<file path="src/sv/minv_pkg.sv">
package minv_pkg;

    localparam int ELEM_WIDTH_DEF = 16;
    localparam int ROWS           = 4;
    localparam int COLS           = 4;
    localparam int NUM_COF        = ROWS * COLS;
    // widest element that the arithmetic ever sees
    localparam int CALC_W         = 16;
    localparam int DIFF_W         = 2 * CALC_W + 1;
    localparam int COF_W          = 3 * CALC_W + 3;
    localparam int PROD_W         = CALC_W + COF_W;
    localparam int DET_W          = PROD_W + 3;
    localparam int DMAG_W         = 64;
    localparam int QUOT_SHIFT     = 36;
    localparam int NUM_W          = COF_W + QUOT_SHIFT;
    localparam int Q_W            = 40;
    localparam int OUT_W          = 32;
    localparam int THR_W          = 32;
    localparam int STEP_COF       = 8;
    localparam int STEP_DET       = 9;

    typedef enum logic [2:0] {
        OP_DSET,
        OP_DSUB,
        OP_ADD,
        OP_SUB,
        OP_DET
    } t_op;

    typedef enum logic [1:0] {
        CS_IDLE,
        CS_RD,
        CS_MUL,
        CS_ACC
    } t_cstate;

    typedef enum logic [2:0] {
        ST_IDLE,
        ST_COF,
        ST_CHK,
        ST_DSTART,
        ST_DWAIT,
        ST_OUT
    } t_state;

    typedef struct packed {
        logic [1:0] row_a;
        logic [1:0] col_a;
        logic [1:0] row_b;
        logic [1:0] col_b;
        t_op        op;
    } t_uop;

    typedef struct packed {
        logic                    adj_we;
        logic [3:0]              adj_idx;
        logic signed [COF_W-1:0] adj_val;
        logic                    done;
    } t_cof_stat;

    // n-th index of 0..3 once x is left out
    function automatic logic [1:0] skip(input logic [1:0] x, input logic [1:0] n);
        return (n < x) ? n : n + 2'd1;
    endfunction

    // Micro-step s of cofactor k = row*4 + col. The cofactor at (r, c) is the
    // minor with row c and column r removed; three terms of two steps for the
    // 2x2 difference and one step for the outer product, then the
    // determinant step for column-0 cofactors.
    function automatic t_uop uop(input logic [3:0] k, input logic [3:0] s);
        logic [1:0] rr;
        logic [1:0] cc;
        logic [1:0] t;
        logic [1:0] ca;
        logic [1:0] cb;
        logic [1:0] cm;
        t_uop       u;
        rr = k[3:2];
        cc = k[1:0];
        t  = (s >= 4'd6) ? 2'd2 : (s >= 4'd3) ? 2'd1 : 2'd0;
        cm = skip(rr, t);
        ca = skip(rr, (t == 2'd0) ? 2'd1 : 2'd0);
        cb = skip(rr, (t == 2'd2) ? 2'd1 : 2'd2);
        u  = '{row_a: skip(cc, 2'd1), col_a: ca, row_b: skip(cc, 2'd2), col_b: cb,
               op: OP_DSET};
        case (s)
            4'd0, 4'd3, 4'd6: begin
                u.op = OP_DSET;
            end
            4'd1, 4'd4, 4'd7: begin
                u.col_a = cb;
                u.col_b = ca;
                u.op    = OP_DSUB;
            end
            4'd2, 4'd5, 4'd8: begin
                u.row_a = skip(cc, 2'd0);
                u.col_a = cm;
                u.op    = (t == 2'd1) ? OP_SUB : OP_ADD;
            end
            default: begin
                u.row_a = 2'd0;
                u.col_a = rr;
                u.op    = OP_DET;
            end
        endcase
        return u;
    endfunction

endpackage

</file>
<file path="src/sv/minv_cof.sv">
module minv_cof #(
    parameter int ELEM_WIDTH = minv_pkg::ELEM_WIDTH_DEF
) (
    input  logic                                i_clk,
    input  logic                                i_rst_n,
    input  logic                                i_start,
    input  logic [4*ELEM_WIDTH-1:0]             i_row_a,
    input  logic [4*ELEM_WIDTH-1:0]             i_row_b,
    output logic [1:0]                          o_raddr_a,
    output logic [1:0]                          o_raddr_b,
    output minv_pkg::t_cof_stat                 o_stat,
    output logic signed [minv_pkg::DET_W-1:0]   o_det
);
    import minv_pkg::*;

    t_cstate                  r_state, n_state;
    logic [3:0]               r_k, n_k;
    logic [3:0]               r_s, n_s;
    logic signed [DIFF_W-1:0] r_d, n_d;
    logic signed [COF_W-1:0]  r_acc, n_acc;
    logic signed [COF_W-1:0]  r_cof, n_cof;
    logic signed [DET_W-1:0]  r_det, n_det;
    logic signed [PROD_W-1:0] r_prod;
    logic                     r_done, n_done;
    t_uop                     u;
    logic [ELEM_WIDTH-1:0]    wa;
    logic [ELEM_WIDTH-1:0]    wb;
    logic signed [CALC_W-1:0] ea;
    logic signed [CALC_W-1:0] eb;
    logic signed [COF_W-1:0]  opb;
    logic signed [COF_W-1:0]  sum;
    logic signed [COF_W-1:0]  cof;
    logic                     adv;

    assign u         = uop(r_k, r_s);
    assign o_raddr_a = u.row_a;
    assign o_raddr_b = u.row_b;
    assign wa        = i_row_a[u.col_a*ELEM_WIDTH +: ELEM_WIDTH];
    assign wb        = i_row_b[u.col_b*ELEM_WIDTH +: ELEM_WIDTH];
    assign ea        = CALC_W'($signed(wa));
    assign eb        = CALC_W'($signed(wb));
    assign o_det     = r_det;

    always_comb begin
        case (u.op)
            OP_DSET, OP_DSUB: opb = COF_W'(eb);
            OP_ADD, OP_SUB:   opb = COF_W'(r_d);
            default:          opb = r_cof;
        endcase
        sum = (u.op == OP_SUB) ? r_acc - COF_W'(r_prod) : r_acc + COF_W'(r_prod);
        // checkerboard sign of the adjugate
        cof = (r_k[2] ^ r_k[0]) ? -sum : sum;
    end

    always_comb begin
        n_state = r_state;
        n_k     = r_k;
        n_s     = r_s;
        n_d     = r_d;
        n_acc   = r_acc;
        n_cof   = r_cof;
        n_det   = r_det;
        n_done  = 1'b0;
        adv     = 1'b0;
        o_stat  = '{adj_we: 1'b0, adj_idx: r_k, adj_val: cof, done: r_done};
        case (r_state)
            CS_IDLE: begin
                if (i_start) begin
                    n_k     = '0;
                    n_s     = '0;
                    n_acc   = '0;
                    n_det   = '0;
                    n_state = CS_RD;
                end
            end
            CS_RD: begin
                n_state = CS_MUL;
            end
            CS_MUL: begin
                n_state = CS_ACC;
            end
            CS_ACC: begin
                n_state = CS_RD;
                case (u.op)
                    OP_DSET:        n_d   = DIFF_W'(r_prod);
                    OP_DSUB:        n_d   = r_d - DIFF_W'(r_prod);
                    OP_ADD, OP_SUB: n_acc = sum;
                    default:        n_det = r_det + DET_W'(r_prod);
                endcase
                if (r_s == 4'(STEP_COF)) begin
                    o_stat.adj_we = 1'b1;
                    n_cof         = cof;
                    n_acc         = '0;
                    if (r_k[1:0] == 2'd0) begin
                        n_s = 4'(STEP_DET);
                    end else begin
                        adv = 1'b1;
                    end
                end else if (r_s == 4'(STEP_DET)) begin
                    adv = 1'b1;
                end else begin
                    n_s = r_s + 1'b1;
                end
                if (adv) begin
                    if (r_k == 4'(NUM_COF - 1)) begin
                        n_state = CS_IDLE;
                        n_done  = 1'b1;
                    end else begin
                        n_k = r_k + 1'b1;
                        n_s = '0;
                    end
                end
            end
            default: begin
                n_state = CS_IDLE;
            end
        endcase
    end

    always_ff @(posedge i_clk) begin
        if (!i_rst_n) begin
            r_state <= CS_IDLE;
            r_done  <= 1'b0;
        end else begin
            r_state <= n_state;
            r_done  <= n_done;
        end
    end

    always_ff @(posedge i_clk) begin
        r_k   <= n_k;
        r_s   <= n_s;
        r_d   <= n_d;
        r_acc <= n_acc;
        r_cof <= n_cof;
        r_det <= n_det;
        if (r_state == CS_MUL) begin
            r_prod <= PROD_W'(ea) * PROD_W'(opb);
        end
    end

endmodule

</file>
<file path="config.mk">
export PLATFORM = sky130hd
export DESIGN_NAME = minv_cof
export DESIGN_NICKNAME = d
export VERILOG_FILES = /design/src/sv/minv_pkg.sv /design/src/sv/minv_cof.sv
export SDC_FILE = /design/constraint.sdc
export NUM_CORES = 2
export LEC_CHECK = 0
export ABC_AREA = 0
export BUFFER_PORTS_ARGS = -buffer_cell sky130_fd_sc_hd__buf_2
export CORE_MARGIN = 5
export CORE_UTILIZATION = 45
export DETAILED_ROUTE_END_ITERATION = 6
export PLACE_DENSITY = 0.66
export SYNTH_ARGS = -nofsm -noshare
export SYNTH_HDL_FRONTEND = slang
export SYNTH_SLANG_ARGS = --single-unit
</file>
<file path="constraint.sdc">
create_clock -name i_clk -period 11.9 [get_ports i_clk]
set_input_delay 1.785 -clock i_clk [delete_from_list [all_inputs] [get_ports i_clk]]
set_output_delay 1.785 -clock i_clk [all_outputs]
set_load 0.01 [all_outputs]
</file>
==> flow_summary.yaml <==
layout:
  area_of_combinational_cells_with_multiple_inputs_um2: 36900
  layout.area.seq_um2: 8470
  share_of_cells_above_drive_strength_1_pct: 9.36
  syn_to_final_growth_pct: 8.99
  layout.cells.non_filler: 7319
  utilization_of_the_core_after_routing_pct: 49.5
  fillCellCount: 10300
  fin_nets: 7025
worst_hold_path:
  timing.hold.worst.class: "register to register"
logic_synthesis:
  synth.net_count: 6854
  post_synth_fa_ha_maj_area_fraction_pct: 38.5
  synth_seq_cells: 283
  synth_largest_type_area_fraction_pct: 30.5
  synth-async-reset-ratio_pct: 0
  synth_compound_gate_area_share_pct: 12.9
  combinational_family_with_the_most_area_after_synthesis: "adder cells"
  synth.distinct_cells: 85
  yosys.cell_count.top_type: "inv_1"
  synthMuxAreaShare_pct: 2.22
  number_of_warnings_printed_during_yosys_synthesis: 0
  post_synth_and_or_nand_nor_area_fraction_pct: 15.1
  synth_enable_flop_cells: 280
  post_synth_inst_count: 5649
  synth.top_cells.by_count: "inv_1 (953), fa_1 (755), nand2_1 (683)"
  synthesis.area_per_instance_um2: 8.78
  synth.yosys.seq_area_share_pct: 17.1
  synth-main-ff-cell: "edfxtp_1"
  synthesis.area_um2: 49600
  xor_and_xnor_area_share_after_synthesis_pct: 5.17
  synth_area_leaders: "fa_1 (30%), edfxtp_1 (17%), ha_1 (8.0%)"
  netlist.top_cell.by_area: "fa_1"
clock_tree:
  clk_pin_slew_ns: 0.07
  clock_path_buffers: 3
  worst_skew_pair.late_latency_ns: 0.61
  htree_levels: 1
  root_driver: "clkbuf_16"
  cts_tree: "done"
  cts-buffers-inserted: 28
  numClockSinks: 283
setup_path:
  slowest_stage: "or4b_2"
  timing.setup.critical_path_class: "register to register"
  worst-r2r-setup-slack_ns: 0.54
  required_time_of_the_critical_path_ns: 12.23
  critPathArrivalTime_ns: 11.69
  path_max_fanout: 14
  end_kind: "register"
  critical_path.startpoint_type: "register"
  worst_path_largest_cell_delay_ns: 0.74
sta:
  finalHoldViolCount: 0
  fmaxAchievable_mhz: 88.0
  pin_slew_with_the_least_headroom_to_its_limit_ns: 1.23
  period_needed_ns: 11.36
  grt_setup_unrepaired: "no"
  fin_worst_skew_ns: 0.0327
  slew_violations: 0
  slew-limit-headroom_pct: 17.5
  final_min_period_over_clock_period_pct: 95.5
  finalSetupTns_ns: 0
  final-setup-viol-count: 0
grt:
  grt.total_usage_pct: 26.8
  global_route.overflow_total: 0
  antenna_violations_before_repair: 10
  first_pass_grt_wire_length_um: 244000
  first_global_vias: 41800
  grt_max_degree: 67
drt:
  detail_route.vias_per_cell: 5.68
  total_via_count_in_the_routed_design: 41600
  detailedRoute.firstPassIterationCount: 6
  totalWireLength_um: 159000
  avgRoutedWirePerCell_um: 21.8
  remaining_drc_errors: 0
  antenna_left: 0
  drt-initial-drc-count: 3385
status:
  status: "complete, no violations"
die:
  overall_die_width_um: 342
  start_util_pct: 45.5
  top_level_ports: 262
  standard_cell_core_area_um2: 109000
  placementRows: 121
  die_h_um: 342
  die_area_um2: 117000
placed_design:
  place.gp.congestion: 0.948
  placement.io_buffers: 260
  hpwl_um: 132000
  placedCellCount: 7252
run:
  timing.max_cap.violations: 0
==> state kept, by name (all words and copies together), names as in the netlist <==
name,cells
r_done,1
r_acc,51
r_prod,67
r_k,4
r_s,4
o_det,70
r_d,33
r_cof,51
r_state,2
==> path summary, 6_finish.rpt <==
path	startpoint	endpoint	cells after the start
max	r_s[0]$_SDFFCE_PN0P_	r_prod[59]$_DFFE_PN_	39
min	r_state[0]$_SDFFE_PN0N_	r_state[0]$_SDFFE_PN0N_	2
max reg2reg	r_s[0]$_SDFFCE_PN0P_	r_prod[59]$_DFFE_PN_	39
min reg2reg	r_state[0]$_SDFFE_PN0N_	r_state[0]$_SDFFE_PN0N_	2
==> worst max-delay path: cells and delay by family, from the launching register on <==
kind	cells	cell delay, ns
compound gates	9	2.28
xor+xnor	1	0.15
fa+ha+maj	10	4.18
buf+inv	7	0.59
flops	1	0.45
mux	2	1.04
simple gates	10	2.37
==> placed cells by master (no fill, tap or decap), types with 40 or more instances in the layout <==
cell type	count
edfxtp_1	280
a31oi_1	45
o21a_1	67
nand4_1	49
buf_4	113
o21ai_0	184
and2_1	60
a21oi_1	263
inv_1	952
and3_1	45
xor2_1	100
nand2_1	682
o21bai_1	40
mux2i_1	48
xnor2_1	191
nand3_1	59
nor3_1	47
buf_2	260
a21o_1	164
nor2_1	611
ha_1	318
fa_1	755
==> per-stage QoR <==
step / setup WS [ns] / hold slack, ns / instance area, um^2
floorplan: 1.44 / 0.471 / 49600
global placement: 0.390 / 0.497 / 52900
detailed placement: 0.201 / 0.503 / 52900
CTS: 0.124 / 0.512 / 53900
global route: 0.0924 / 0.527 / 54100
finish: 0.540 / 0.516 / 54100
==> cells by family (layout without fill, tap and decap cells) <==
logic type               Yosys count  in the layout
adder cells (fa/ha/maj)         1074           1074
multiplexers                      88             88
AND/OR/NAND/NOR                 1718           1718
XOR/XNOR                         293            293
other                              1              3
flip-flops                       283            283
AO/OA/AOI/OAI                    998            998
buffers and inverters           1194           1386
==> repair_timing <==
item                       4_1_cts  5_1_grt
setup endpoints to repair        0        8
buffers inserted                 0       14
hold buffers                     0        0
resized for setup                0       12
==> area by class of cell <==
cell class              count  share of cell area (%)
diodes                      2                 0.00925
clock buffers              31                    1.36
clock inverters            20                   0.421
inverters                 955                    6.63
multi-input cells        4172                    68.3
flip-flops and latches    283                    15.7
well taps                1476                    3.41
repair buffers            380                    4.23
==> metal layers <==
layer	up-vias	track usage, %	routed length [um]
met2	1784	45.5	75900
met4	0	11.9	8850
met5	-	0	0
met1	20800	34.0	61600
li1	18600	-	-
met3	410	3.98	12900
Power is left out: the tool's default activity adds up to more than one toggle a clock period on the data nets, which glitch-free logic cannot reach.
