## config.mk

```make
export PLATFORM = sky130hd
export DESIGN_NAME = minv_ram
export DESIGN_NICKNAME = d
export VERILOG_FILES = /design/src/sv/minv_ram.sv
export SDC_FILE = /design/constraint.sdc
export NUM_CORES = 1
export LEC_CHECK = 0
export BUFFER_PORTS_ARGS = -buffer_cell sky130_fd_sc_hd__buf_2
export CORE_ASPECT_RATIO = 0.8
export CORE_MARGIN = 3
export CORE_UTILIZATION = 35
export CTS_BUF_LIST = sky130_fd_sc_hd__clkbuf_8
export CTS_CLUSTER_SIZE = 24
export DETAILED_ROUTE_END_ITERATION = 10
export PLACE_DENSITY = 0.61
export SETUP_SLACK_MARGIN = 0.05
export SYNTH_ARGS = -nofsm -noshare
export SYNTH_HDL_FRONTEND = slang
export SYNTH_SLANG_ARGS = --single-unit
```

## constraint.sdc

```tcl
create_clock -name i_clk -period 13.13 [get_ports i_clk]
set_input_delay 1.9695 -clock i_clk [delete_from_list [all_inputs] [get_ports i_clk]]
set_output_delay 1.9695 -clock i_clk [all_outputs]
set_load 0.01 [all_outputs]
```

## src/sv/minv_ram.sv

```systemverilog
module minv_ram #(
    parameter int WIDTH = 64,
    parameter int DEPTH = 4
) (
    input  logic                     i_clk,
    input  logic                     i_we,
    input  logic [$clog2(DEPTH)-1:0] i_waddr,
    input  logic [WIDTH-1:0]         i_wdata,
    input  logic [$clog2(DEPTH)-1:0] i_raddr,
    output logic [WIDTH-1:0]         o_rdata
);

    logic [WIDTH-1:0] r_mem [DEPTH];

    always_ff @(posedge i_clk) begin
        if (i_we) begin
            r_mem[i_waddr] <= i_wdata;
        end
        o_rdata <= r_mem[i_raddr];
    end

endmodule

```

==> impl_metrics.env, run 1 <==
export IMPL_layout_commonest_cell="edfxtp_1"
export IMPL_setup_violations=0
export IMPL_crit_chain="buf_4 > buf_4 > mux4_1"
export IMPL_ys_warnings_count=0
export IMPL_crit_top_cell="buf_4"
export IMPL_maxCapViolations=0
export IMPL_die_area_sq_um=32490
export IMPL_whs_ns=0.5422
export IMPL_slew_headroom_pct=21.59
export IMPL_startpoint_type="input pin"
export IMPL_cts_hold_buffers_added=0
export IMPL_worst_r2r_path_depth=1
export IMPL_areaGrowthSynthToFinish_pct=19.29
export IMPL_drt_first_pass_iters=4
export IMPL_place_hpwl_um=10610
export IMPL_post_place_ws_ns=9.092
export IMPL_post_route_cell_area_sq_um=12670
export IMPL_hold_viol_final=0
export IMPL_fin_cells=1020
export IMPL_hold_depth=1
export IMPL_gr_total_overflow=0
export IMPL_numClockSinks=320
export IMPL_timing_final_crit_share_pct=25.79
export IMPL_clk_pin_slew_worst_paths_ns=0.06
export IMPL_worst_ep_arrival_time_ns=3.80
export IMPL_wl_per_cell_um=18.48
export IMPL_synth_cells=402
export IMPL_start_util_pct=35.93
export IMPL_endpoint_kind="flip-flop"
export IMPL_synth_seq_cells=320
export IMPL_cp_max_fo=40
export IMPL_grt_pass1_wl_um=29190
export IMPL_grt_max_degree=65
export IMPL_root_buffer="clkbuf_8"
export IMPL_htree_levels=2
export IMPL_cts_tree="yes"
export IMPL_grt_pass1_vias=5100
export IMPL_core_sq_um=29570
export IMPL_final_nets=643
export IMPL_power_mw=2.092
export IMPL_drive_above_1_share_pct=44.21
export IMPL_fp_row_count=56
export IMPL_cts_inserted_buffers=48
export IMPL_antenna_found_initial=4
export IMPL_syn_area_per_cell_sq_um=26.42
export IMPL_skew_ns=0.01212
export IMPL_drc_errors=0
export IMPL_ir_drop_v=0.00005428
export IMPL_final_cell_mix="256 x edfxtp_1, 131 x buf_2, 64 x dfxtp_1"
export IMPL_rsz0062_at_grt="no"
export IMPL_place_inst=929
export IMPL_postCtsSetupRepairBufs=0
export IMPL_vias=4500
export IMPL_max_freq_ghz=0.2953
export IMPL_hold_path_class="flip-flop to flip-flop"
export IMPL_io_buffers=133
export IMPL_routed_wl_um=18850
export IMPL_hold_start="r_mem[2][2]"
export IMPL_ys_types=11
export IMPL_outcome="complete, no violations"
export IMPL_die_x_um=200.8
export IMPL_netlist_area_sq_um=10620
export IMPL_worstSetupPathType="input pin to flip-flop"
export IMPL_postRouteAntennaNets=0
export IMPL_worst_skew_pair_late_latency_ns=0.54
export IMPL_final_util_pct=42.86
export IMPL_die_h_um=161.8
export IMPL_routabilityCongestion=0.6674
export IMPL_cp_slowest_stage_delay_ns=0.74
export IMPL_slowest_stage="buf_4"
export IMPL_worstReg2RegStart="r_mem[3][44]"
export IMPL_worstMarginPinSlew_ns=1.176
export IMPL_slew_violations=0
export IMPL_powerDensity_nw_per_um2=165.1
export IMPL_vias_per_cell=4.412
export IMPL_cts_resized_gates=0
export IMPL_ff2ff_setup_slack_ns=12.14
export IMPL_min_to="o_rdata[2]"
export IMPL_setup_ws_ns=9.743
export IMPL_fin_crit_ns=3.387
export IMPL_power_static_leakage_nw=4.431
export IMPL_io_pins=134
export IMPL_clock_path_buffers=3
export IMPL_finalSetupTns_ns=0
export IMPL_synth_seq_area_share_pct=84.43
export IMPL_regToRegEndpoint="o_rdata[44]"
export IMPL_drtIter0Drc=240
export IMPL_place_area_sq_um=11670
export IMPL_syn_nets=472
export IMPL_grt_total_usage_pct=11.70
export IMPL_cp_required_ns=13.55
==> worst max-delay path: cells and delay by family <==
kind     cells  cell delay, ns
mux          1            0.63
buf+inv      2            1.13
==> sequential cells by signal (all words and copies together), names as in the netlist <==
register and cells:
r_mem 256, o_rdata 64
==> metal layers <==
layer  share of wire [%]  wire length (um)  global-route usage, %
met1                  42              7877                  14.14
met2                  50              9455                  19.96
met3                 5.7              1075                  3.847
met4                 2.2               410                  4.054
met5                0.18                34                      0
==> worst max path at each step <==
stage                     from          end  slack [ns]  cells after the start
floorplan           i_waddr[1]  r_mem[0][0]        5.88                      1
global placement    i_raddr[0]   o_rdata[2]        9.10                      3
detailed placement  i_raddr[0]   o_rdata[1]        9.09                      3
CTS                 i_raddr[0]   o_rdata[1]        9.68                      3
global route        i_raddr[0]   o_rdata[1]        9.56                      3
finish              i_raddr[0]   o_rdata[2]        9.74                      3
==> logic make-up (layout without fill, tap and decap cells) <==
kind of cell	after synthesis	in the layout	synth area share [%]
flip-flops	320	320	84.43
multiplexers	64	64	13.71
buffers and inverters	14	225	1.567
AND/OR/NAND/NOR	4	4	0.2946
other	0	1	0
==> layout make-up <==
class | instances | area [sq um]
repair buffers | 135 | 685.7
well taps | 406 | 508.0
multi-input cells | 68 | 1505
fillers | 2576 | 16900
clock inverters | 31 | 190.2
flip-flops and latches | 320 | 8969
diodes | 1 | 2.502
clock buffers | 59 | 812.0
==> power by group <==
group	switching, mW	internal [mW]	leakage, nW	total, mW
Clock	0.363	0.448	0.565	0.811
Sequential	0.0161	1.16	2.89	1.17
Combinational	0.0570	0.0500	0.975	0.107
Total	0.437	1.66	4.43	2.09
==> synth_stat cells <==
cell type	number	share of area, %
edfxtp_1	256	72
dfxtp_1	64	12
mux4_2	60	13
buf_12	6	1.1
buf_2	6	0.28
mux4_1	4	0.99
and3b_1	2	0.16
and3_1	1	0.059
buf_6	1	0.11
clkbuf_2	1	0.047
nor3b_1	1	0.071
No activity file was read; power rests on OpenSTA's default activity.
==> run 2, diff against run 1 <==
--- a/config.mk
+++ b/config.mk
@@ -5,6 +5,7 @@
 export SDC_FILE = /design/constraint.sdc
 export NUM_CORES = 1
 export LEC_CHECK = 0
+export ABC_AREA = 1
 export BUFFER_PORTS_ARGS = -buffer_cell sky130_fd_sc_hd__buf_2
 export CORE_ASPECT_RATIO = 0.8
 export CORE_MARGIN = 3
@@ -12,7 +13,7 @@
 export CTS_BUF_LIST = sky130_fd_sc_hd__clkbuf_8
 export CTS_CLUSTER_SIZE = 24
 export DETAILED_ROUTE_END_ITERATION = 10
-export PLACE_DENSITY = 0.61
+export PLACE_DENSITY = 0.6
 export SETUP_SLACK_MARGIN = 0.05
 export SYNTH_ARGS = -nofsm -noshare
 export SYNTH_HDL_FRONTEND = slang
==> constraint.sdc (replaced) <==
create_clock -name i_clk -period 3.4 [get_ports i_clk]
set_input_delay 0.51 -clock i_clk [delete_from_list [all_inputs] [get_ports i_clk]]
set_output_delay 0.51 -clock i_clk [all_outputs]
set_load 0.01 [all_outputs]
==> impl_metrics.env, run 2 <==
export IMPL_die_area_sq_um=36680
export IMPL_root_buffer="clkbuf_8"
export IMPL_worstSetupPathType="input pin to flip-flop"
export IMPL_ys_warnings_count=0
export IMPL_async_flop_share_pct=0
export IMPL_layout_commonest_cell="nand2_1"
export IMPL_timing_final_crit_share_pct=47.76
export IMPL_clock_path_buffers=3
export IMPL_combPwrFrac_pct=6.4
export IMPL_power_static_leakage_nw=6.605
export IMPL_slew_headroom_pct=40.43
export IMPL_netlist_area_sq_um=12040
export IMPL_outcome="complete, no violations"
export IMPL_routabilityCongestion=0.7324
export IMPL_cp_required_ns=3.85
export IMPL_synth_edff_count=256
export IMPL_startpoint_type="input pin"
export IMPL_endpoint_kind="flip-flop"
export IMPL_synthTopCellsByCount="320 x nand2_1, 259 x inv_1, 256 x edfxtp_1, 128 x nand3_1, 64 x dfxtp_1"
export IMPL_setup_ws_ns=1.776
export IMPL_whs_ns=0.1486
export IMPL_clk_pin_slew_worst_paths_ns=0.06
export IMPL_crit_chain="buf_4 > inv_4 > buf_4 > nand2_1 > nand3_1 > nand2_1"
export IMPL_postRouteAntennaNets=0
export IMPL_io_buffers=133
export IMPL_place_inst=1612
export IMPL_areaGrowthSynthToFinish_pct=18.81
export IMPL_final_util_pct=42.35
export IMPL_fin_cells=1714
export IMPL_worst_skew_pair_late_latency_ns=0.57
export IMPL_synthTopCellsByArea="edfxtp_1 64%, dfxtp_1 11%, nand2_1 10%"
export IMPL_syn_nets=1144
export IMPL_start_util_pct=35.65
export IMPL_p_clk_share_pct=39.8
export IMPL_synth_top_area_cell="edfxtp_1"
export IMPL_intPower_mw=6.521
export IMPL_synth_seq_cells=320
export IMPL_worst_ep_arrival_time_ns=2.07
export IMPL_powerDensity_nw_per_um2=588.4
export IMPL_netSwitchingFraction_pct=22.53
export IMPL_finalSetupTns_ns=0
export IMPL_gr_total_overflow=0
export IMPL_routed_wl_um=24280
export IMPL_worst_r2r_path_depth=4
export IMPL_worstMarginPinSlew_ns=0.8935
export IMPL_cp_max_fo=58
export IMPL_slowest_stage="inv_4"
export IMPL_max_freq_ghz=0.6158
export IMPL_place_hpwl_um=12920
export IMPL_vias_per_cell=4.166
export IMPL_synthFlopType="edfxtp_1"
export IMPL_p_sw_mw=1.897
export IMPL_power_frac_seq_pct=53.8
export IMPL_drc_errors=0
export IMPL_drive_above_1_share_pct=17.53
export IMPL_slew_violations=0
export IMPL_die_h_um=171.9
export IMPL_post_place_ws_ns=1.183
export IMPL_cts_hold_buffers_added=0
export IMPL_core_sq_um=33780
export IMPL_antenna_found_initial=4
export IMPL_setup_violations=0
export IMPL_maxCapViolations=0
export IMPL_synthDominantCellAreaShare_pct=63.83
export IMPL_crit_start="i_raddr[0]"
export IMPL_cp_endpoint="o_rdata[1]"
export IMPL_cp_slowest_stage_delay_ns=0.56
export IMPL_reg_top3="r_mem: 256 flops, o_rdata: 64 flops"
export IMPL_post_route_cell_area_sq_um=14310
export IMPL_cts_tree="yes"
export IMPL_die_x_um=213.4
export IMPL_rsz0062_at_grt="no"
export IMPL_io_pins=134
export IMPL_largest_register_ffs=256
export IMPL_htree_levels=2
export IMPL_ff2ff_setup_slack_ns=2.64
export IMPL_grt_total_usage_pct=13.31
export IMPL_postCtsSetupRepairBufs=0
export IMPL_vias=7140
export IMPL_syn_area_per_cell_sq_um=11.21
export IMPL_final_nets=1303
export IMPL_hold_viol_final=0
export IMPL_fin_crit_ns=1.624
export IMPL_worstReg2RegStart="r_mem[3][15]"
export IMPL_wl_per_cell_um=14.17
export IMPL_hold_path_class="input pin to flip-flop"
export IMPL_ir_drop_v=0.0003204
export IMPL_drt_first_pass_iters=4
export IMPL_top_register="r_mem"
export IMPL_numClockSinks=320
export IMPL_ys_types=11
export IMPL_synth_most_common_cell="nand2_1"
export IMPL_cts_inserted_buffers=53
export IMPL_synth_seq_area_share_pct=74.47
export IMPL_synth_cells=1074
export IMPL_power_mw=8.418
export IMPL_place_area_sq_um=13210
export IMPL_drtIter0Drc=371
export IMPL_grt_pass1_vias=7059
export IMPL_grt_pass1_wl_um=37650
export IMPL_fp_row_count=60
export IMPL_regToRegEndpoint="o_rdata[15]"
export IMPL_cts_resized_gates=0
export IMPL_grt_max_degree=65
export IMPL_final_cell_mix="320 x nand2_1, 278 x inv_1, 256 x edfxtp_1"
export IMPL_skew_ns=0.01732
==> run 2: cell types whose count changed after synthesis, moves of 4 or more <==
cell      change
nand2_1     +320
nor3_1        +4
inv_1       +259
nand3_1     +128
buf_2        +15
buf_12        -6
mux4_2       -60
mux4_1        -4
clkbuf_1      +4
buf_4        +14
==> run 2: power groups by stage <==
stage                     clock [mW]  combinational, mW  sequential [mW]
final                           3.35              0.539             4.53
after global routing            3.67              0.621             4.54
after CTS                       3.49              0.555             4.53
after detailed placement           0              0.553             4.61
after global placement             0              0.542             4.61
after floorplan                    0              0.275             4.64
==> run 2: cell families (layout without fill, tap and decap cells) <==
group                  count (synthesis)  count (layout)  share of synthesized area, %
other                                  0               2                             0
and+or+nand+nor                      452             452                         15.46
buffers and inverters                302             506                         10.07
DFF                                  320             320                         74.47
==> run 2: layout make-up <==
cell class	instances	area, sq um
sequential	320	8969
antenna	2	5.005
timing repair buffer	145	810.8
clock buffer	61	839.6
tap	434	543.0
clock inverter	39	251.5
inverter	261	982.2
multi-input combinational	452	1907
fill	3158	19470
==> run 2: critical path: cells and delay by family <==
kind / cells / cell delay [ns]
and+or+nand+nor: 3 / 0.24
buffers and inverters: 3 / 1.26
==> run 2: worst min path at each step <==
| stage | startpoint | end | slack [ns] | cells past startpoint |
|---|---|---|---|---|
| floorplan | r_mem[0][61] | o_rdata[61] | 0.50 | 4 |
| finish | i_wdata[45] | r_mem[2][45] | 0.15 | 1 |
| global placement | r_mem[0][61] | o_rdata[61] | 0.52 | 4 |
| CTS | i_wdata[45] | r_mem[1][45] | 0.1 | 1 |
| detailed placement | r_mem[0][57] | o_rdata[57] | 0.52 | 4 |
| global route | i_wdata[45] | r_mem[3][45] | 0.10 | 1 |
==> run 2: routing by layer <==
layer | routed length, um | global-route usage [%] | up-vias
met4 | 469 | 4.107 | 6
met5 | 46 | 0 | -
met1 | 10660 | 16.17 | 3252
met3 | 1433 | 3.827 | 47
met2 | 11670 | 23.13 | 149
li1 | - | - | 3686
