==> src/sv/minv_pkg.sv <==
package minv_pkg;

    localparam int ELEM_WIDTH_DEF = 16;
    localparam int ROWS           = 4;
    localparam int COLS           = 4;
    localparam int NUM_COF        = ROWS * COLS;
    // widest element that the arithmetic ever sees
    localparam int CALC_W         = 16;
    localparam int DIFF_W         = 2 * CALC_W + 1;
    localparam int COF_W          = 3 * CALC_W + 3;
    localparam int PROD_W         = CALC_W + COF_W;
    localparam int DET_W          = PROD_W + 3;
    localparam int DMAG_W         = 64;
    localparam int QUOT_SHIFT     = 36;
    localparam int NUM_W          = COF_W + QUOT_SHIFT;
    localparam int Q_W            = 40;
    localparam int OUT_W          = 32;
    localparam int THR_W          = 32;
    localparam int STEP_COF       = 8;
    localparam int STEP_DET       = 9;

    typedef enum logic [2:0] {
        OP_DSET,
        OP_DSUB,
        OP_ADD,
        OP_SUB,
        OP_DET
    } t_op;

    typedef enum logic [1:0] {
        CS_IDLE,
        CS_RD,
        CS_MUL,
        CS_ACC
    } t_cstate;

    typedef enum logic [2:0] {
        ST_IDLE,
        ST_COF,
        ST_CHK,
        ST_DSTART,
        ST_DWAIT,
        ST_OUT
    } t_state;

    typedef struct packed {
        logic [1:0] row_a;
        logic [1:0] col_a;
        logic [1:0] row_b;
        logic [1:0] col_b;
        t_op        op;
    } t_uop;

    typedef struct packed {
        logic                    adj_we;
        logic [3:0]              adj_idx;
        logic signed [COF_W-1:0] adj_val;
        logic                    done;
    } t_cof_stat;

    // n-th index of 0..3 once x is left out
    function automatic logic [1:0] skip(input logic [1:0] x, input logic [1:0] n);
        return (n < x) ? n : n + 2'd1;
    endfunction

    // Micro-step s of cofactor k = row*4 + col. The cofactor at (r, c) is the
    // minor with row c and column r removed; three terms of two steps for the
    // 2x2 difference and one step for the outer product, then the
    // determinant step for column-0 cofactors.
    function automatic t_uop uop(input logic [3:0] k, input logic [3:0] s);
        logic [1:0] rr;
        logic [1:0] cc;
        logic [1:0] t;
        logic [1:0] ca;
        logic [1:0] cb;
        logic [1:0] cm;
        t_uop       u;
        rr = k[3:2];
        cc = k[1:0];
        t  = (s >= 4'd6) ? 2'd2 : (s >= 4'd3) ? 2'd1 : 2'd0;
        cm = skip(rr, t);
        ca = skip(rr, (t == 2'd0) ? 2'd1 : 2'd0);
        cb = skip(rr, (t == 2'd2) ? 2'd1 : 2'd2);
        u  = '{row_a: skip(cc, 2'd1), col_a: ca, row_b: skip(cc, 2'd2), col_b: cb,
               op: OP_DSET};
        case (s)
            4'd0, 4'd3, 4'd6: begin
                u.op = OP_DSET;
            end
            4'd1, 4'd4, 4'd7: begin
                u.col_a = cb;
                u.col_b = ca;
                u.op    = OP_DSUB;
            end
            4'd2, 4'd5, 4'd8: begin
                u.row_a = skip(cc, 2'd0);
                u.col_a = cm;
                u.op    = (t == 2'd1) ? OP_SUB : OP_ADD;
            end
            default: begin
                u.row_a = 2'd0;
                u.col_a = rr;
                u.op    = OP_DET;
            end
        endcase
        return u;
    endfunction

endpackage

==> src/sv/minv_div.sv <==
module minv_div (
    input  logic                            i_clk,
    input  logic                            i_rst_n,
    input  logic                            i_start,
    input  logic [minv_pkg::COF_W-1:0]      i_num,
    input  logic [minv_pkg::DMAG_W-1:0]     i_den,
    input  logic                            i_neg,
    output logic                            o_done,
    output logic [minv_pkg::OUT_W-1:0]      o_quot,
    output logic                            o_sat
);
    import minv_pkg::*;

    localparam int CNT_W = $clog2(NUM_W);

    logic               r_busy;
    logic               r_fin;
    logic [CNT_W-1:0]   r_cnt;
    logic [NUM_W-1:0]   r_num;
    logic [DMAG_W-1:0]  r_rem;
    logic [DMAG_W-1:0]  r_den;
    logic [Q_W-1:0]     r_q;
    logic               r_big;
    logic               r_neg;
    logic [DMAG_W:0]    rem2;
    logic               ge;
    logic [DMAG_W-1:0]  rem_n;
    logic               rnd;
    logic [Q_W:0]       qr;
    logic [Q_W:0]       lim;
    logic               sat;
    logic [Q_W:0]       mag;

    always_comb begin
        rem2  = {r_rem, r_num[NUM_W-1]};
        ge    = rem2 >= {1'b0, r_den};
        rem_n = ge ? DMAG_W'(rem2 - {1'b0, r_den}) : rem2[DMAG_W-1:0];
        // round half away from zero on the magnitude
        rnd   = r_rem >= (r_den - r_rem);
        qr    = {1'b0, r_q} + (Q_W+1)'(rnd);
        lim   = r_neg ? (Q_W+1)'(64'h8000_0000) : (Q_W+1)'(64'h7FFF_FFFF);
        sat   = r_big || (qr > lim);
        mag   = sat ? lim : qr;
    end

    always_ff @(posedge i_clk) begin
        if (!i_rst_n) begin
            r_busy <= 1'b0;
            r_fin  <= 1'b0;
            o_done <= 1'b0;
        end else begin
            o_done <= 1'b0;
            if (i_start) begin
                r_busy <= 1'b1;
            end else if (r_busy && r_cnt == '0) begin
                r_busy <= 1'b0;
                r_fin  <= 1'b1;
            end else if (r_fin) begin
                r_fin  <= 1'b0;
                o_done <= 1'b1;
            end
        end
    end

    always_ff @(posedge i_clk) begin
        if (i_start) begin
            r_num <= NUM_W'(i_num) << QUOT_SHIFT;
            r_rem <= '0;
            r_den <= i_den;
            r_q   <= '0;
            r_big <= 1'b0;
            r_neg <= i_neg;
            r_cnt <= CNT_W'(NUM_W - 1);
        end else if (r_busy) begin
            r_num <= r_num << 1;
            r_rem <= rem_n;
            r_q   <= {r_q[Q_W-2:0], ge};
            r_big <= r_big | (ge && (r_cnt >= CNT_W'(Q_W)));
            r_cnt <= r_cnt - 1'b1;
        end
        if (r_fin) begin
            o_quot <= r_neg ? OUT_W'(-mag[OUT_W-1:0]) : mag[OUT_W-1:0];
            o_sat  <= sat;
        end
    end

endmodule

==> config.mk <==
export PLATFORM = sky130hd
export DESIGN_NAME = minv_div
export DESIGN_NICKNAME = d
export VERILOG_FILES = /design/src/sv/minv_pkg.sv /design/src/sv/minv_div.sv
export SDC_FILE = /design/constraint.sdc
export NUM_CORES = 1
export LEC_CHECK = 0
export BUFFER_PORTS_ARGS = -buffer_cell sky130_fd_sc_hd__buf_2
export CAP_MARGIN = 20
export CORE_MARGIN = 2
export CORE_UTILIZATION = 50
export CTS_BUF_LIST = sky130_fd_sc_hd__clkbuf_4 sky130_fd_sc_hd__clkbuf_8 sky130_fd_sc_hd__clkbuf_16
export DETAILED_ROUTE_END_ITERATION = 10
export PLACE_DENSITY = 0.68
export SYNTH_ARGS = -nofsm -noshare
export SYNTH_HDL_FRONTEND = slang
export SYNTH_SLANG_ARGS = --single-unit
export TNS_END_PERCENT = 1
==> constraint.sdc <==
create_clock -name i_clk -period 24.8 [get_ports i_clk]
set_input_delay 2.48 -clock i_clk [delete_from_list [all_inputs] [get_ports i_clk]]
set_output_delay 2.48 -clock i_clk [all_outputs]
set_load 0.005 [all_outputs]
==> impl_metrics.yaml, run 1 <==
final_layout:
  fin_util_pct: 56.0
  seq_area_mm2: 0.00678
  drive_above_1_share_pct: 13.1
  nNetsFinal: 2858
  n_antenna_cell: 0
  stdcell_area_mm2: 0.0234
  multi_input_area_mm2: 0.0133
  syn2layout_area_growth_pct: 10.7
  nFillCells: 3791
synth:
  synth_area_mm2: 0.0212
  yosysWarnings: 0
  synth_top_family_by_area: "compound AO/OA/AOI/OAI gates"
  async_reset_ff_share_pct: 0
  syn_nets: 2756
  syn_avg_cell_area_um2: 8.80
  synth.area.mux_share_pct: 5.51
  netlist-cell-type-count: 100
  ys.flop_type: "edfxtp_1"
  synth-seq-cells: 264
  synthSimpleGateAreaFrac_pct: 14.8
  synth-seq-area-share_pct: 32.0
  synth_compound_area_share_pct: 22.1
  synth-xor-area-share_pct: 6.66
  synth-edff-count: 149
  synthAdderAreaFrac_pct: 13.7
  netlist_instances: 2407
min_path:
  holdPathStages: 2
  hold_start: "r_q[0]$_SDFFE_PP0P_"
  hold_path_end: "r_q[0]$_SDFFE_PP0P_"
  hold_path_class: "reg -> reg"
floorplanning:
  io_pins: 153
  start_util_pct: 50.6
  die_h_um: 210
  core_mm2: 0.0419
  fp.dieW_um: 210
  rows: 75
  die_area_mm2: 0.0440
worst_setup_path:
  r2r-end: "o_quot[30]$_DFFE_PP_"
  cp-start-kind: "register"
  critPathMaxFanout: 51
  path_delay_family: "compound AO/OA/AOI/OAI gates"
  cp.arrival_ns: 12.42
  max_stage_delay_ns: 0.53
  critPathRequiredTime_ns: 25.16
  cp-startpoint: "r_rem[2]$_SDFFE_PP0P_"
  ff2ff_setup_slack_ns: 12.75
  worstRegToRegCells: 53
  endpoint_kind: "register"
  crit_type: "reg -> reg"
  crit_slowest_cell: "a2111oi_0"
  cp_num_buf_inv: 2
  r2r-start: "r_rem[2]$_SDFFE_PP0P_"
global_routing:
  grt_max_degree: 85
  grt_use_total_pct: 24.9
  grt_pass1_vias: 17400
  antenna_found_initial: 1
  grt_pass1_wl_um: 89400
  grt_overflow: 0
timing:
  hold_violations: 0
  slew_headroom_pct: 27.9
  tightest_slew_ns: 1.08
  fin_hold_ws_ns: 0.466
  finalSetupViolations: 0
  slew_violations: 0
  rsz0062_at_grt: "false"
  finalSetupTns_ns: 0
  finalCriticalPeriod_ns: 12.05
  clock_skew_ns: 0.0179
  clock.fmax_mhz: 83.0
  min_period_over_period_pct: 48.6
clock_network:
  cts_tree: "built"
  insertion_delay_ns: 0.55
  postCtsHoldBufs: 0
  cts_root_buf: "clkbuf_16"
  post_cts_buffers: 0
  cts-resized-gates: 0
  numCtsBuffers: 35
  clockBufferDepth: 3
  cts_sinks: 264
  cts.htree.levels: 2
  path_clk_slew_ns: 0.06
detailed_routing:
  routedWlPerCell_um: 18.0
  drt_pass1_iterations: 5
  wl_um: 55500
  drtIter0Drc: 1296
  via_per_inst: 5.88
  num_vias: 18100
  route.detailed.drc: 0
  ant_nets: 0
power:
  peakVddDrop_uv: 51.2
  power_density_mw_per_mm2: 62.1
  power_w: 0.00146
  leakage_nw: 10.4
placement:
  portBuffers: 152
  gp_congestion: 0.988
  placed_area_mm2: 0.0223
  dp_hpwl_um: 41800
run_status:
  status: "finished, final reports clean"
flow_run:
  cap_violations: 0
## power breakdown
group          total [W]  switching (W)  internal (W)
combinational   0.000440       0.000258      0.000182
sequential      0.000516      0.0000225      0.000493
clock           0.000501       0.000199      0.000302
total            0.00146       0.000480      0.000978
## cells in the mapped netlist (12+ instances only)
master | instances | share of area (%)
ha_1 | 228 | 13
a21oi_1 | 221 | 5.2
nor2_1 | 216 | 3.8
inv_1 | 184 | 3.3
nand2_1 | 150 | 2.7
edfxtp_1 | 149 | 21
dfxtp_1 | 115 | 11
o21ai_0 | 113 | 2.7
a21o_1 | 107 | 3.8
xnor2_1 | 92 | 3.8
clkbuf_1 | 70 | 1.2
xor2_1 | 69 | 2.9
nand4_1 | 58 | 1.7
mux2i_1 | 57 | 2.7
mux2_2 | 52 | 2.8
nand3_1 | 44 | 1.0
nor3_1 | 41 | 0.97
a211oi_1 | 36 | 1.3
nand2b_1 | 32 | 0.95
o21bai_1 | 27 | 0.96
nor2b_1 | 26 | 0.77
and3_1 | 21 | 0.62
o21a_1 | 21 | 0.74
a31oi_1 | 17 | 0.50
buf_2 | 17 | 0.40
nor4_1 | 15 | 0.44
o21ai_1 | 15 | 0.35
o22ai_1 | 15 | 0.44
o211ai_1 | 12 | 0.43
## worst reg2reg max path, delay by kind of cell (launching register included)
family / cells / cell delay [ns]
buffers and inverters: 2 / 0.55
adders and majority gates: 6 / 1.76
xor gates and xnor gates: 2 / 0.49
and+or+nand+nor: 14 / 2.05
DFF: 1 / 0.38
AOI/OAI and AO/OA: 29 / 6.63
## routing by layer
metal  wire [µm]  global-route usage [%]  vias up
met5          17                       0        -
met1       25300                    32.7     8581
met2       26300                    42.6      429
met3        2620                    3.20       85
li1            -                       -     8994
met4        1270                    7.65        2
## cell usage in the layout, fill, tap and decap left out, drive strengths merged, types with 6 or more instances in the layout
cell type and n:
nor2b 26, nor4 17, a22oi 8, nor2 217
and3 21, and4 7, edfxtp 149, clkbuf 49
ha 228, inv 188, o21a 21, o31ai 11
a21o 107, nand2b 32, nand3 46, xor2 69
or2 9, a21oi 224, a21boi 6, or3 7
nor3 43, nand2 150, o31a 6, xnor2 92
a221oi 6, a2111oi 11, nand4 60, a31oi 18
mux2i 57, a211oi 38, clkinv 12, buf 164
mux2 53, dfxtp 115, o22ai 17, o21ai 130
and2 11, o21bai 27, o211ai 14
## worst max-delay path by stage
stage	endpoint	slack [ns]	cells past startpoint
finish	o_quot[30]$_DFFE_PP_	12.75	53
global route	o_quot[30]$_DFFE_PP_	11.80	54
detailed placement	o_quot[30]$_DFFE_PP_	12.84	52
global placement	o_quot[30]$_DFFE_PP_	13.23	54
floorplan	o_quot[30]$_DFFE_PP_	14.58	53
CTS	o_quot[30]$_DFFE_PP_	12.78	53
## metrics by stage
| step | setup slack, ns | std cells |
|---|---|---|
| finish | 12.75 | 3075 |
| global route | 11.80 | 3075 |
| CTS | 12.78 | 3075 |
| detailed placement | 12.84 | 3011 |
| global placement | 13.23 | 3011 |
| floorplan | 14.58 | 2407 |
## cell families after synthesis
family | Yosys count
AO/OA/AOI/OAI | 703
XOR/XNOR | 161
multiplexers | 110
adder cells (fa/ha/maj) | 230
AND/OR/NAND/NOR | 653
buffers and inverters | 286
flip-flops | 264
## state kept, by name, summed over array words and instances, names as in the netlist
name / flops
o_done: 1
r_big: 1
r_neg: 1
r_num: 51
r_cnt: 7
o_sat: 1
r_den: 64
r_busy: 1
r_q: 40
r_fin: 1
o_quot: 32
r_rem: 64
## final cells by class
| type | count | area share, % |
|---|---|---|
| Inverter | 186 | 2.98 |
| Clock buffer | 48 | 4.23 |
| Multi-Input combinational cell | 1857 | 56.7 |
| Clock inverter | 16 | 0.582 |
| Sequential cell | 264 | 28.9 |
| Timing Repair Buffer | 165 | 3.70 |
| Tap cell | 539 | 2.88 |
(Power assumes the default switching activity.)
==> inputs of run 2 (changes only) <==
--- a/config.mk
+++ b/config.mk
@@ -5,6 +5,7 @@
 export SDC_FILE = /design/constraint.sdc
 export NUM_CORES = 1
 export LEC_CHECK = 0
+export ABC_AREA = 1
 export BUFFER_PORTS_ARGS = -buffer_cell sky130_fd_sc_hd__buf_2
 export CAP_MARGIN = 20
 export CORE_MARGIN = 2
==> constraint.sdc (replaced) <==
create_clock -name i_clk -period 11.14 [get_ports i_clk]
set_input_delay 1.114 -clock i_clk [delete_from_list [all_inputs] [get_ports i_clk]]
set_output_delay 1.114 -clock i_clk [all_outputs]
set_load 0.005 [all_outputs]
==> impl_metrics.yaml, run 2 <==
clock_network:
  numCtsBuffers: 34
  cts_root_buf: "clkbuf_16"
  postCtsHoldBufs: 0
  path_clk_slew_ns: 0.06
  insertion_delay_ns: 0.58
  cts.htree.levels: 2
  clockBufferDepth: 3
  cts_sinks: 264
  cts_tree: "built"
timing:
  slew_headroom_pct: 36.2
  min_period_over_period_pct: 91.9
  tightest_slew_ns: 0.957
  finalSetupTns_ns: 0
  rsz0062_at_grt: "false"
  clock.fmax_mhz: 97.6
  finalSetupViolations: 0
  clock_skew_ns: 0.0258
  setup_ws_ns: 0.897
  hold_violations: 0
  slew_violations: 0
  finalCriticalPeriod_ns: 10.24
floorplanning:
  rows: 77
  io_pins: 153
  start_util_pct: 50.6
  core_mm2: 0.0441
  die_area_mm2: 0.0463
  die_h_um: 215
  fp.dieW_um: 215
power:
  p_int_w: 0.00198
  leakage_nw: 11.7
  pwr-share-comb_pct: 18.4
  p_sw_share_pct: 29.8
  p_clk_share_pct: 42.6
  power_density_mw_per_mm2: 113
  peakVddDrop_uv: 172
  power_w: 0.00282
  power_frac_seq_pct: 39.0
  p_sw_w: 0.000841
global_routing:
  grt_overflow: 0
  antenna_found_initial: 0
  grt_pass1_wl_um: 117000
  grt_max_degree: 82
  grt_pass1_vias: 21100
  grt_use_total_pct: 31.9
placement:
  gp_congestion: 1.02
  placed_area_mm2: 0.0236
  post-place-ws_ns: 0.362
  portBuffers: 152
  place_inst: 3843
  dp_hpwl_um: 60900
detailed_routing:
  num_vias: 22200
  ant_nets: 0
  drtIter0Drc: 2208
  routedWlPerCell_um: 19.3
  wl_um: 75400
  drt_pass1_iterations: 6
  route.detailed.drc: 0
  via_per_inst: 5.68
run_status:
  status: "finished, final reports clean"
final_layout:
  syn2layout_area_growth_pct: 11.4
  drive_above_1_share_pct: 8.08
  n_antenna_cell: 0
  mostFrequentLayoutCells: "nand2_1 (700), inv_1 (477), nor2_1 (301)"
  layoutNonFillerInstCount: 3907
  stdcell_area_mm2: 0.0249
  final_common_cell: "nand2_1"
  top_regs: "r_den x64, r_rem x64, r_num x51"
  nNetsFinal: 3638
synth:
  synth_top_area_share_pct: 20.1
  syn_nets: 3500
  async_reset_ff_share_pct: 0
  netlist_instances: 3151
  synth_area_leaders: "edfxtp_1 (20%), ha_1 (13%), nand2_1 (12%)"
  yosysWarnings: 0
  synth-seq-area-share_pct: 30.4
  synth.most_common_cell: "nand2_1"
  syn_avg_cell_area_um2: 7.08
  synth_area_mm2: 0.0223
  synth-edff-count: 149
  netlist-cell-type-count: 55
  ys.flop_type: "edfxtp_1"
  synth.top_cells.by_count: "nand2_1 (701), inv_1 (479), nor2_1 (302)"
  synth-seq-cells: 264
  synth_area_leader_cell: "edfxtp_1"
worst_setup_path:
  endpoint_kind: "register"
  cp-start-kind: "register"
  crit_type: "reg -> reg"
  critPathMaxFanout: 28
  max_stage_delay_ns: 0.45
  crit_slowest_cell: "o21ai_1"
  cp.arrival_ns: 10.56
  ff2ff_setup_slack_ns: 0.90
  cp_common_cell: "nand2_1"
  critPathRequiredTime_ns: 11.45
flow_run:
  cap_violations: 0
min_path:
  hold_path_class: "reg -> reg"
run 2: cell count changes after synthesis, moves of 32 or more:
cell / before / now
nand2_1: 150 / 701
inv_1: 184 / 479
o21ai_0: 113 / 229
a21o_1: 107 / 8
nand3_1: 44 / 139
nor2_1: 216 / 302
mux2i_1: 57 / 0
mux2_2: 52 / 0
a31oi_1: 17 / 60
a21oi_1: 221 / 256
nand2b_1: 32 / 0
xnor2_1: 92 / 60
run 2: path summary, 6_finish.rpt:
path              cells past startpoint             startpoint                    end
setup / recovery                     55  r_rem[2]$_SDFFE_PP0P_   o_quot[22]$_DFFE_PP_
hold / removal                        2  r_cnt[3]$_SDFFE_PP0P_  r_cnt[3]$_SDFFE_PP0P_
setup reg to reg                     55  r_rem[2]$_SDFFE_PP0P_   o_quot[22]$_DFFE_PP_
hold reg to reg                       2  r_cnt[3]$_SDFFE_PP0P_  r_cnt[3]$_SDFFE_PP0P_
run 2: power groups by stage:
stage	sequential (W)	combinational [W]	clock (W)
after floorplan	0.00111	0.000348	0
after global routing	0.00110	0.000574	0.00126
after detailed placement	0.00112	0.000502	0
final	0.00110	0.000519	0.00120
after global placement	0.00112	0.000496	0
after CTS	0.00110	0.000506	0.00122
run 2: timing repair:
item	CTS	global route
resized for setup	0	8
endpoints found under the setup margin	0	30
setup buffers	0	0
run 2: layout make-up:
class	instances	area (µm²)
repair buffers	163	843
inverters	482	1810
clock inverters	16	226
multi-input cells	2344	13500
flip-flops and latches	264	6780
fillers	4431	19300
clock buffers	46	988
well taps	592	741
run 2: metrics by stage:
| stage | utilization (%) | hold WS (ns) |
|---|---|---|
| floorplan | - | 0.463 |
| global route | 56.4 | 0.530 |
| global placement | 53.5 | 0.486 |
| finish | 56.4 | 0.493 |
| CTS | 56.2 | 0.498 |
| detailed placement | 53.5 | 0.490 |
run 2: kinds of logic (layout without fill, tap and decap cells):
group / Yosys count / after routing / synth area share [%]
AND/OR/NAND/NOR: 1256 / 1258 / 23.4
AO/OA/AOI/OAI: 701 / 701 / 17.7
buffers and inverters: 545 / 707 / 9.49
flip-flops: 264 / 264 / 30.4
adder cells (fa/ha/maj): 230 / 230 / 13.0
XOR/XNOR: 155 / 155 / 6.08
run 2: critical path, delay by kind of cell, from the launching register on:
| kind | cells | cell delay, ns |
|---|---|---|
| AOI/OAI and AO/OA | 16 | 3.13 |
| and+or+nand+nor | 27 | 4.14 |
| adders and majority gates | 6 | 1.71 |
| DFF | 1 | 0.37 |
| xor gates and xnor gates | 2 | 0.36 |
| buffers and inverters | 4 | 0.29 |
run 2: routing by layer:
metal | up-vias | track usage [%] | wire, µm
met5 | - | 0 | 0
met3 | 107 | 6.91 | 7050
li1 | 10900 | - | -
met2 | 878 | 47.9 | 31600
met1 | 10400 | 46.0 | 34800
met4 | 0 | 9.06 | 1970
==> inputs of run 3 (changes only) <==
--- a/config.mk
+++ b/config.mk
@@ -5,7 +5,6 @@
 export SDC_FILE = /design/constraint.sdc
 export NUM_CORES = 1
 export LEC_CHECK = 0
-export ABC_AREA = 1
 export BUFFER_PORTS_ARGS = -buffer_cell sky130_fd_sc_hd__buf_2
 export CAP_MARGIN = 20
 export CORE_MARGIN = 2
==> impl_metrics.yaml, run 3 (same netlist as run 1, synthesis figures left out) <==
run_status:
  status: "finished, final reports clean"
detailed_routing:
  num_vias: 18200
  wl_um: 55700
  ant_nets: 0
  drt_pass1_iterations: 7
  route.detailed.drc: 0
  via_per_inst: 5.86
  drtIter0Drc: 1244
  routedWlPerCell_um: 18.0
final_layout:
  mostFrequentLayoutCells: "ha_1 (228), a21oi_1 (220), nor2_1 (215)"
  stdcell_area_mm2: 0.0238
  drive_above_1_share_pct: 14.7
  top_regs: "r_den x64, r_rem x64, r_num x51"
  multi_input_area_mm2: 0.0134
  seq_area_mm2: 0.00678
  nNetsFinal: 2877
  final_common_cell: "ha_1"
  nFillCells: 3848
  syn2layout_area_growth_pct: 12.5
  layoutNonFillerInstCount: 3096
floorplanning:
  die_area_mm2: 0.0440
  start_util_pct: 50.6
  fp.dieW_um: 210
  die_h_um: 210
  core_mm2: 0.0419
  io_pins: 153
  rows: 75
power:
  power_w: 0.00332
  leakage_nw: 10.6
  power_density_mw_per_mm2: 139
  peakVddDrop_uv: 105
timing:
  tightest_slew_ns: 1.08
  finalSetupTns_ns: 0
  clock.fmax_mhz: 94.4
  min_period_over_period_pct: 95.1
  finalCriticalPeriod_ns: 10.60
  hold_violations: 0
  finalSetupViolations: 0
  slew_violations: 0
  slew_headroom_pct: 28.2
  setup_ws_ns: 0.543
  clock_skew_ns: 0.0302
worst_setup_path:
  crit_slowest_cell: "buf_4"
  critPathMaxFanout: 50
  crit_cells: 55
  cp-start-kind: "register"
  worstRegToRegCells: 55
  cp_common_cell: "ha_1"
  cp.arrival_ns: 10.84
  max_stage_delay_ns: 0.48
  crit_type: "reg -> reg"
  critPathRequiredTime_ns: 11.39
  cp_num_buf_inv: 6
  endpoint_kind: "register"
  path_delay_family: "compound AO/OA/AOI/OAI gates"
clock_network:
  cts_tree: "built"
  insertion_delay_ns: 0.56
  numCtsBuffers: 35
  path_clk_slew_ns: 0.06
  postCtsHoldBufs: 0
  clockBufferDepth: 3
  cts_root_buf: "clkbuf_16"
  cts.htree.levels: 2
  cts_sinks: 264
placement:
  gp_congestion: 0.923
  portBuffers: 152
  placed_area_mm2: 0.0224
  dp_hpwl_um: 41400
  post-place-ws_ns: -0.0237
  place_inst: 3020
global_routing:
  grt_use_total_pct: 24.7
  grt_overflow: 0
  grt_max_degree: 90
  grt_pass1_vias: 17600
  antenna_found_initial: 3
  grt_pass1_wl_um: 88600
min_path:
  holdPathStages: 2
  hold_path_class: "reg -> reg"
flow_run:
  cap_violations: 0
[run 3: report_power, final]
group | internal [W] | total [W] | switching, W | leakage [nW]
Combinational | 0.000416 | 0.000996 | 0.000580 | 7.64
Clock | 0.000726 | 0.00117 | 0.000449 | 0.611
Sequential | 0.00110 | 0.00115 | 0.0000496 | 2.39
Total | 0.00224 | 0.00332 | 0.00108 | 10.6
[run 3: timing repair]
item	in CTS	in global routing
setup endpoints to repair	9	30
gates resized for setup	2	27
hold endpoints to repair	0	0
buffers inserted	0	10
pin swaps	0	10
[run 3: layer usage]
metal	up-vias	GRT usage (%)	share of wire, %
li1	9022	-	-
met1	8554	32.1	45
met2	466	41.5	47
met3	109	3.34	4.6
met4	2	9.73	3.1
met5	-	0	0.023
[run 3: path summary, 6_finish.rpt]
kind | to | startpoint | slack [ns]
max | o_quot[30]$_DFFE_PP_ | r_den[0]$_DFFE_PP_ | 0.54
min | o_done$_SDFF_PP0_ | r_fin$_SDFFE_PN0N_ | 0.46
max reg2reg | o_quot[30]$_DFFE_PP_ | r_den[0]$_DFFE_PP_ | 0.54
min reg2reg | o_done$_SDFF_PP0_ | r_fin$_SDFFE_PN0N_ | 0.46
[run 3: per-stage QoR]
step	util (%)	hold WS, ns
final	56.9	0.457
after global routing	56.9	0.481
after CTS	56.4	0.455
after detailed placement	53.5	0.447
after global placement	53.5	0.442
after floorplan	-	0.439
[run 3: layout make-up]
type	count	area share, %
tap	539	2.83
timing repair buffer	184	4.24
multi-input combinational	1857	56.4
inverter	186	2.93
sequential	264	28.5
clock inverter	14	0.698
clock buffer	50	4.37
antenna	2	0.0210
[run 3: worst min-delay path: stages, from the launching register on]
cell and delay [ns]:
dfxtp_1 0.32, nand2_1 0.06, nor3_1 0.03
